<file path="config.mk">
export PLATFORM = sky130hd
export DESIGN_NAME = bole_cell
export DESIGN_NICKNAME = d
export VERILOG_FILES = /design/src/rtl/bole_pkg.sv /design/src/rtl/bole_cell.sv
export SDC_FILE = /design/constraint.sdc
export NUM_CORES = 1
export LEC_CHECK = 0
export CORE_MARGIN = 2
export CORE_UTILIZATION = 54
export DETAILED_ROUTE_END_ITERATION = 16
export DONT_BUFFER_PORTS = 1
export HOLD_SLACK_MARGIN = 0.08
export PLACE_DENSITY = 0.69
export SLEW_MARGIN = 20
export SYNTH_ARGS = -nofsm -noshare
export SYNTH_HDL_FRONTEND = slang
export SYNTH_SLANG_ARGS = --single-unit
</file>
<file path="constraint.sdc">
create_clock -name clk -period 2.21 [get_ports clk]
set_clock_uncertainty 0.2 [all_clocks]
set_input_delay 0 -clock clk [delete_from_list [all_inputs] [get_ports clk]]
set_output_delay 0 -clock clk [all_outputs]
set_load 0.01 [all_outputs]
</file>
<file path="src/rtl/bole_pkg.sv">
`timescale 1ns / 1ps
// shared types and constants for the bounded ordered list engine
// used by bole_cell and bounded_ordered_list_engine, no dependencies
package bole_pkg;

	localparam int CAPACITY = 64;
	localparam int IDX_W    = $clog2(CAPACITY);
	localparam int CNT_W    = 7;
	localparam int VAL_W    = 32;
	localparam int POS_W    = 6;
	localparam int REQ_W    = 3;

	localparam logic [REQ_W-1:0] REQ_PUSH_FRONT = 3'd0;
	localparam logic [REQ_W-1:0] REQ_PUSH_TAIL  = 3'd1;
	localparam logic [REQ_W-1:0] REQ_POP_FRONT  = 3'd2;
	localparam logic [REQ_W-1:0] REQ_POP_TAIL   = 3'd3;
	localparam logic [REQ_W-1:0] REQ_INSERT     = 3'd4;

	typedef logic [1:0] cmd_kind_t;

	localparam cmd_kind_t CMD_HOLD  = 2'd0;
	localparam cmd_kind_t CMD_OPEN  = 2'd1;
	localparam cmd_kind_t CMD_CLOSE = 2'd2;
	localparam cmd_kind_t CMD_WRITE = 2'd3;

	// broadcast to every cell of the row
	typedef struct packed {
		cmd_kind_t        kind;
		logic [IDX_W-1:0] start;
		logic [IDX_W-1:0] tail;
		logic [VAL_W-1:0] wval;
	} cell_cmd_t;

endpackage

</file>
<file path="src/rtl/bole_cell.sv">
`timescale 1ns / 1ps
// one storage cell of the list row: holds one element, shifts with its neighbors
// depends on bole_pkg
module bole_cell import bole_pkg::*; (
	input  logic             clk,
	input  logic [IDX_W-1:0] idx,
	input  cell_cmd_t        cmd,
	input  logic [VAL_W-1:0] below,
	input  logic [VAL_W-1:0] above,
	output logic [VAL_W-1:0] value,
	output logic [VAL_W-1:0] tap
);

	logic [VAL_W-1:0] value_q;
	logic [VAL_W-1:0] value_d;

	always_comb begin
		value_d = value_q;
		unique case (cmd.kind)
			CMD_HOLD: begin
				value_d = value_q;
			end
			CMD_OPEN: begin
				// cells above the gap take the word from below
				if (idx == cmd.start) begin
					value_d = cmd.wval;
				end else if (idx > cmd.start) begin
					value_d = below;
				end
			end
			CMD_CLOSE: begin
				value_d = above;
			end
			CMD_WRITE: begin
				if (idx == cmd.start) begin
					value_d = cmd.wval;
				end
			end
		endcase
	end

	always_ff @(posedge clk) begin
		value_q <= value_d;
	end

	assign value = value_q;
	assign tap   = (idx == cmd.tail) ? value_q : '0;

endmodule

</file>
==> results of run 1 <==
synth_stat cells, types with 2 or more instances:
library cell  count
mux2i_1          93
and2_1           32
edfxtp_1         32
buf_2             8
ha_1              6
inv_1             6
xnor2_1           4
buf_12            3
clkbuf_2          3
xor2_1            2
stage by stage:
stage               utilization [%]  setup slack [ns]
floorplan                         -             0.270
global placement               56.7             0.390
detailed placement             56.7             0.360
cells by family after synthesis:
logic type | count (synthesis) | share of synthesized area, %
DFF | 32 | 38.3
xor gates and xnor gates | 6 | 2.10
and+or+nand+nor | 43 | 11.7
AOI/OAI and AO/OA | 7 | 2.20
buffers and inverters | 20 | 5.49
muxes | 93 | 37.1
adders and majority gates | 6 | 3.00
==> results.py, run 1 <==
metrics = {
    "outcome": {
        "status": "stopped before the end",
        "stop_stage": "clock tree synthesis (4_1_cts)",
        "tool.error": "[ERROR RSZ-0060] Max buffer count reached.",
    },
    "placed_design": {
        "hpwl_um": 4210,
        "gp_congestion": 0.785,
        "place.port_buffers": 0,
        "dpl_cell_area_mm2": 0.00250,
        "dp.cells": 251,
    },
    "yosys": {
        "yosys.area.top_type": "edfxtp_1",
        "synthCells": 207,
        "synth-edff-count": 32,
        "ys_types": 28,
        "ys.flop_type": "edfxtp_1",
        "syn_area_mm2": 0.00251,
        "synthTopCellsByArea": "edfxtp_1, mux2i_1, and2_1, ha_1, buf_12",
        "syn_nets": 330,
        "yosys.area.top_type_share_pct": 38.3,
        "synth-seq-cells": 32,
        "yosys_warnings": 0,
        "syn_avg_cell_area_um2": 12.1,
        "ys_seq_area_share_pct": 38.3,
        "ys_async_sr_fraction_pct": 0,
    },
    "floorplan": {
        "ios": 181,
        "dieWidth_um": 72.1,
        "num_rows": 24,
        "initial_core_util_pct": 56.8,
        "die_y_um": 72.1,
    },
    "clocking": {
        "clockRootBuffer": "clkbuf_8",
        "cts_hold_buf": 102,
        "post-cts-setup-buffer-count": 0,
        "post_cts_resize_count": 0,
        "h-tree-depth": 2,
        "numCtsBuffers": 5,
        "clock_sinks": 32,
        "cts_buffer_depth": 2,
    },
}
==> inputs of run 2 (changes only) <==
--- a/config.mk
+++ b/config.mk
@@ -6,11 +6,10 @@
 export NUM_CORES = 1
 export LEC_CHECK = 0
 export CORE_MARGIN = 2
-export CORE_UTILIZATION = 54
+export CORE_UTILIZATION = 39
 export DETAILED_ROUTE_END_ITERATION = 16
 export DONT_BUFFER_PORTS = 1
-export HOLD_SLACK_MARGIN = 0.08
-export PLACE_DENSITY = 0.69
+export PLACE_DENSITY_LB_ADDON = 0.15
 export SLEW_MARGIN = 20
 export SYNTH_ARGS = -nofsm -noshare
 export SYNTH_HDL_FRONTEND = slang
==> constraint.sdc (replaced) <==
create_clock -name clk -period 2.87 [get_ports clk]
set_clock_uncertainty 0.2 [all_clocks]
set_input_delay 0 -clock clk [delete_from_list [all_inputs] [get_ports clk]]
set_output_delay 0 -clock clk [all_outputs]
set_load 0.01 [all_outputs]
==> results.py, run 2 <==
metrics = {
    "outcome": {
        "status": "finished, final reports clean",
    },
    "final_layout": {
        "multi_input_area_mm2": 0.00141,
        "largest_register_ffs": 32,
        "seq_area_um2": 961,
        "areaGrowthSynthToFinish_pct": 41.5,
        "n_antenna_cell": 0,
        "drive_gt1_share_pct": 4.71,
        "fillers": 533,
        "final_cell_mix": "mux2i_1, dlygate4sd3_1, and2_1, edfxtp_1",
        "fin_nets": 420,
    },
    "floorplan": {
        "num_rows": 29,
        "dieWidth_um": 84.2,
        "die_y_um": 84.2,
        "core-area_mm2": 0.00628,
        "ios": 181,
        "initial_core_util_pct": 39.9,
        "dieArea_mm2": 0.00708,
    },
    "clocking": {
        "cts_buffer_depth": 2,
        "h-tree-depth": 2,
        "clockRootBuffer": "clkbuf_8",
        "post-cts-setup-buffer-count": 0,
        "numCtsBuffers": 5,
        "tritoncts": "done",
        "clk_pin_slew_ns": 0.07,
        "clock_sinks": 32,
    },
    "setup_path": {
        "required_ns": 2.69,
        "path_delay_family": "buffers and inverters",
        "end_kind": "register",
        "crit_arrival_ns": 2.56,
        "critPathBufInv": 4,
        "crit_path_start_kind": "input port",
        "critPathKind": "in -> reg",
        "max_stage_delay_ns": 0.59,
        "crit_path_top_delay_cell": "dlygate4sd3_1",
        "path_max_fanout": 20,
        "cp_cell_sequence": "inv_1 > ha_1 > nand4_4 > nor2_8 > buf_8 > mux2i_1 > dlygate4sd3_1 > mux2i_1 > dlygate4sd3_1",
    },
    "yosys": {
        "ys_types": 28,
        "ys_async_sr_fraction_pct": 0,
        "syn_area_mm2": 0.00251,
        "yosysMostFrequentCell": "mux2i_1",
        "yosys_warnings": 0,
        "yosys.area.top_type_share_pct": 38.3,
        "synthMuxAreaShare_pct": 37.1,
        "syn_avg_cell_area_um2": 12.1,
        "synthXorXnorAreaFrac_pct": 2.10,
        "synth_compound_area_share_pct": 2.20,
        "synth-seq-cells": 32,
        "ys_seq_area_share_pct": 38.3,
        "ys.flop_type": "edfxtp_1",
        "post_synth_fa_ha_maj_area_fraction_pct": 3.00,
        "yosys.area.top_type": "edfxtp_1",
        "synthTopCellsByArea": "edfxtp_1, mux2i_1, and2_1, ha_1, buf_12",
        "synth_simple_gate_area_share_pct": 11.7,
        "syn_nets": 330,
        "synthCells": 207,
        "synth.top_cells.by_count": "mux2i_1, and2_1, edfxtp_1, buf_2",
        "synth-edff-count": 32,
        "synth_top_family_by_area": "multiplexers",
    },
    "placed_design": {
        "dp_slack_ns": 0.787,
        "gp_congestion": 0.799,
        "place.port_buffers": 0,
        "hpwl_um": 4170,
    },
    "pwr": {
        "ir_worst_vdd_uv": 193,
        "power_density_mw_per_mm2": 373,
        "leakagePower_nw": 1.44,
    },
    "detailed_routing": {
        "drt-total-wl_um": 6720,
        "drc": 0,
        "via_count": 2030,
        "drt_first_pass_iters": 3,
        "route.antenna.remaining_nets": 0,
        "drtIter0Drc": 37,
        "wl_per_cell_um": 18.0,
        "vias_per_cell": 5.43,
    },
    "sta": {
        "post-route-period-util_pct": 95.4,
        "setup_tns_ns": 0,
        "hold_violations": 0,
        "timing.final.ws_setup_ns": 0.132,
        "drv_slew": 0,
        "tightest_slew_ns": 0.429,
        "post-route-min-period_ns": 2.74,
        "grt_setup_unrepaired": "no",
        "setup_viol": 0,
        "slew_headroom_pct": 71.4,
        "clock.fmax_ghz": 0.365,
    },
    "hold_path": {
        "hp-class": "in -> reg",
    },
    "grt": {
        "grt_pass1_wl_um": 10700,
        "antenna_found_initial": 0,
        "grt_overflow": 0,
        "gr-usage-all-layers_pct": 19.0,
        "grt_max_degree": 36,
        "grt_pass1_vias": 2264,
    },
    "flow_run": {
        "max-cap-violations": 0,
    },
}
## run 2: cell counts after synthesis
No cell type changed its count.
## run 2: cell families after synthesis
| group | Yosys count |
|---|---|
| compound gates | 7 |
| fa+ha+maj | 6 |
| flops | 32 |
| buf+inv | 20 |
| simple gates | 43 |
| mux | 93 |
| xor+xnor | 6 |
## run 2: routing by layer
layer	track usage (%)	share of wire, %	wire (µm)	vias to the layer above
met5	0	0	0	-
met2	36.4	55	3730	114
met3	4.82	7.5	506	9
met1	20.3	36	2400	970
li1	-	-	-	937
met4	5.87	1.2	82	0
## run 2: area by class of cell
| cell class | count | area share (%) |
|---|---|---|
| multi-input combinational | 155 | 39.7 |
| timing repair buffer | 97 | 27.7 |
| tap | 77 | 2.72 |
| clock buffer | 6 | 2.05 |
| clock inverter | 1 | 0.141 |
| inverter | 6 | 0.635 |
| sequential | 32 | 27.1 |
## run 2: report_power, final
group | switching, mW | internal [mW] | total [mW]
Sequential | 0.0797 | 0.610 | 0.690
Combinational | 0.115 | 0.198 | 0.313
Clock | 0.156 | 0.165 | 0.321
## run 2: through the flow
stage | cells | hold WS [ns] | util [%] | area, µm² | total power [mW]
floorplan | 207 | 0.0320 | - | 2510 | 0.843
global placement | 273 | 0.0324 | 40.0 | 2510 | 0.856
detailed placement | 273 | 0.0326 | 40.0 | 2510 | 0.865
CTS | 374 | 0.182 | 56.4 | 3540 | 1.33
global route | 374 | 0.205 | 56.5 | 3550 | 1.39
finish | 374 | 0.191 | 56.5 | 3550 | 1.32
## run 2: path summary, 6_finish.rpt
kind | from | end | depth (start not counted) | slack, ns
max | cmd[43] | value[1] | 9 | 0.13
min | cmd[45] | value[27] | 2 | 0.19
## run 2: timing repair
item,in CTS,in global routing
endpoints found under the setup margin,0,19
resized for setup,0,2
endpoints found under the hold margin,32,0
hold buffers,94,0
Power figures use the tool's default switching activity.
==> inputs of run 3 (changes only) <==
--- a/config.mk
+++ b/config.mk
@@ -9,6 +9,7 @@
 export CORE_UTILIZATION = 39
 export DETAILED_ROUTE_END_ITERATION = 16
 export DONT_BUFFER_PORTS = 1
+export GPL_TIMING_DRIVEN = 0
 export PLACE_DENSITY_LB_ADDON = 0.15
 export SLEW_MARGIN = 20
 export SYNTH_ARGS = -nofsm -noshare
==> results.py, run 3 (synthesis results as in run 2) <==
metrics = {
    "detailed_routing": {
        "drt_first_pass_iters": 6,
        "via_count": 2084,
        "route.antenna.remaining_nets": 0,
        "vias_per_cell": 5.40,
        "drtIter0Drc": 66,
        "wl_per_cell_um": 19.4,
        "drt-total-wl_um": 7480,
        "drc": 0,
    },
    "sta": {
        "finalHoldWorstSlack_ns": 0.196,
        "setup_tns_ns": 0,
        "slew_headroom_pct": 48.8,
        "clock.fmax_ghz": 0.388,
        "post-route-min-period_ns": 2.58,
        "grt_setup_unrepaired": "no",
        "hold_violations": 0,
        "post-route-period-util_pct": 89.8,
        "drv_slew": 0,
        "setup_viol": 0,
        "tightest_slew_ns": 0.767,
    },
    "flow_run": {
        "max-cap-violations": 0,
    },
    "grt": {
        "antenna_found_initial": 0,
        "grt_max_degree": 33,
        "grt_pass1_vias": 2365,
        "gr-usage-all-layers_pct": 21.1,
        "grt_overflow": 0,
        "grt_pass1_wl_um": 11700,
    },
    "clocking": {
        "tritoncts": "done",
        "numCtsBuffers": 5,
        "clk_pin_slew_ns": 0.06,
        "cts_buffer_depth": 2,
        "clock_sinks": 32,
        "h-tree-depth": 2,
        "clockRootBuffer": "clkbuf_8",
    },
    "setup_path": {
        "crit_arrival_ns": 2.41,
        "path_delay_family": "buffers and inverters",
        "crit_path_top_delay_cell": "dlygate4sd3_1",
        "crit_path_start_kind": "input port",
        "max_stage_delay_ns": 0.59,
        "critPathKind": "in -> reg",
        "required_ns": 2.70,
        "path_max_fanout": 10,
        "end_kind": "register",
        "critPathBufInv": 4,
        "cp_cell_sequence": "inv_1 > ha_1 > nand4_4 > nor2_8 > buf_12 > mux2i_1 > dlygate4sd3_1 > mux2i_1 > dlygate4sd3_1",
    },
    "final_layout": {
        "n_antenna_cell": 0,
        "final_cell_mix": "dlygate4sd3_1, mux2i_1, and2_1, edfxtp_1, buf_2",
        "drive_gt1_share_pct": 8.09,
        "final_common_cell": "dlygate4sd3_1",
        "post-route-util_pct": 57.9,
        "fin_nets": 432,
        "fin_area_mm2": 0.00363,
        "largest_register_ffs": 32,
        "areaGrowthSynthToFinish_pct": 44.9,
    },
    "placed_design": {
        "hpwl_um": 4830,
        "gp_congestion": 0.773,
        "place.port_buffers": 0,
        "dpl_cell_area_mm2": 0.00260,
    },
    "floorplan": {
        "num_rows": 29,
        "die_y_um": 84.2,
        "dieArea_mm2": 0.00708,
        "initial_core_util_pct": 39.9,
        "core-area_mm2": 0.00628,
        "ios": 181,
        "dieWidth_um": 84.2,
    },
    "pwr": {
        "p_clk_share_pct": 24.3,
        "power_density_mw_per_mm2": 373,
        "combPwrFrac_pct": 24.7,
        "seqPwrFrac_pct": 51.0,
        "ir_worst_vdd_uv": 245,
        "netSwitchingPower_mw": 0.378,
        "power.internal_mw": 0.975,
        "netSwitchingFraction_pct": 27.9,
        "leakagePower_nw": 1.49,
    },
    "hold_path": {
        "hp-class": "in -> out",
    },
    "outcome": {
        "status": "finished, final reports clean",
    },
}
-- run 3: metal layers --
metal	track usage (%)	routed length [µm]	vias up
li1	-	-	958
met1	22.0	2630	1003
met2	42.0	4260	119
met3	5.41	554	4
met4	4.40	38	0
met5	0	0	-
-- run 3: worst paths after layout --
path | depth (start not counted) | end | startpoint
max | 9 | value[25] | cmd[43]
min | 4 | tap[31] | idx[5]
-- run 3: per-stage QoR --
step / total power [mW] / instances / setup slack, ns
after floorplan: 0.843 / 207 / 0.603
after global placement: 0.888 / 284 / 0.167
after detailed placement: 0.899 / 284 / 0.617
after CTS: 1.36 / 386 / 0.351
after global routing: 1.42 / 386 / 0.189
final: 1.35 / 386 / 0.293
-- run 3: power groups by stage --
| stage | clock network, mW | logic [mW] | registers, mW |
|---|---|---|---|
| global placement | 0 | 0.189 | 0.700 |
| floorplan | 0 | 0.161 | 0.682 |
| detailed placement | 0 | 0.199 | 0.700 |
| global route | 0.353 | 0.363 | 0.699 |
| finish | 0.329 | 0.334 | 0.690 |
| CTS | 0.341 | 0.328 | 0.691 |
-- run 3: final cells by class --
class | instances | area, µm²
plain buffers | 14 | 115
inverters | 6 | 22.5
clock inverters | 1 | 5.00
repair buffers | 95 | 951
flip-flops and latches | 32 | 961
well taps | 77 | 96.3
multi-input cells | 155 | 1410
fillers | 508 | 2650
clock buffers | 6 | 72.6
-- run 3: tightest hold or removal path: cells and delay by family --
kind	cells	cell delay [ns]
xor gates and xnor gates	1	0.04
and+or+nand+nor	3	0.36
-- run 3: timing repair --
item | in CTS | in global routing
resized for setup | 0 | 0
hold buffers | 95 | 0
hold endpoints to repair | 32 | 0
setup buffers | 0 | 0
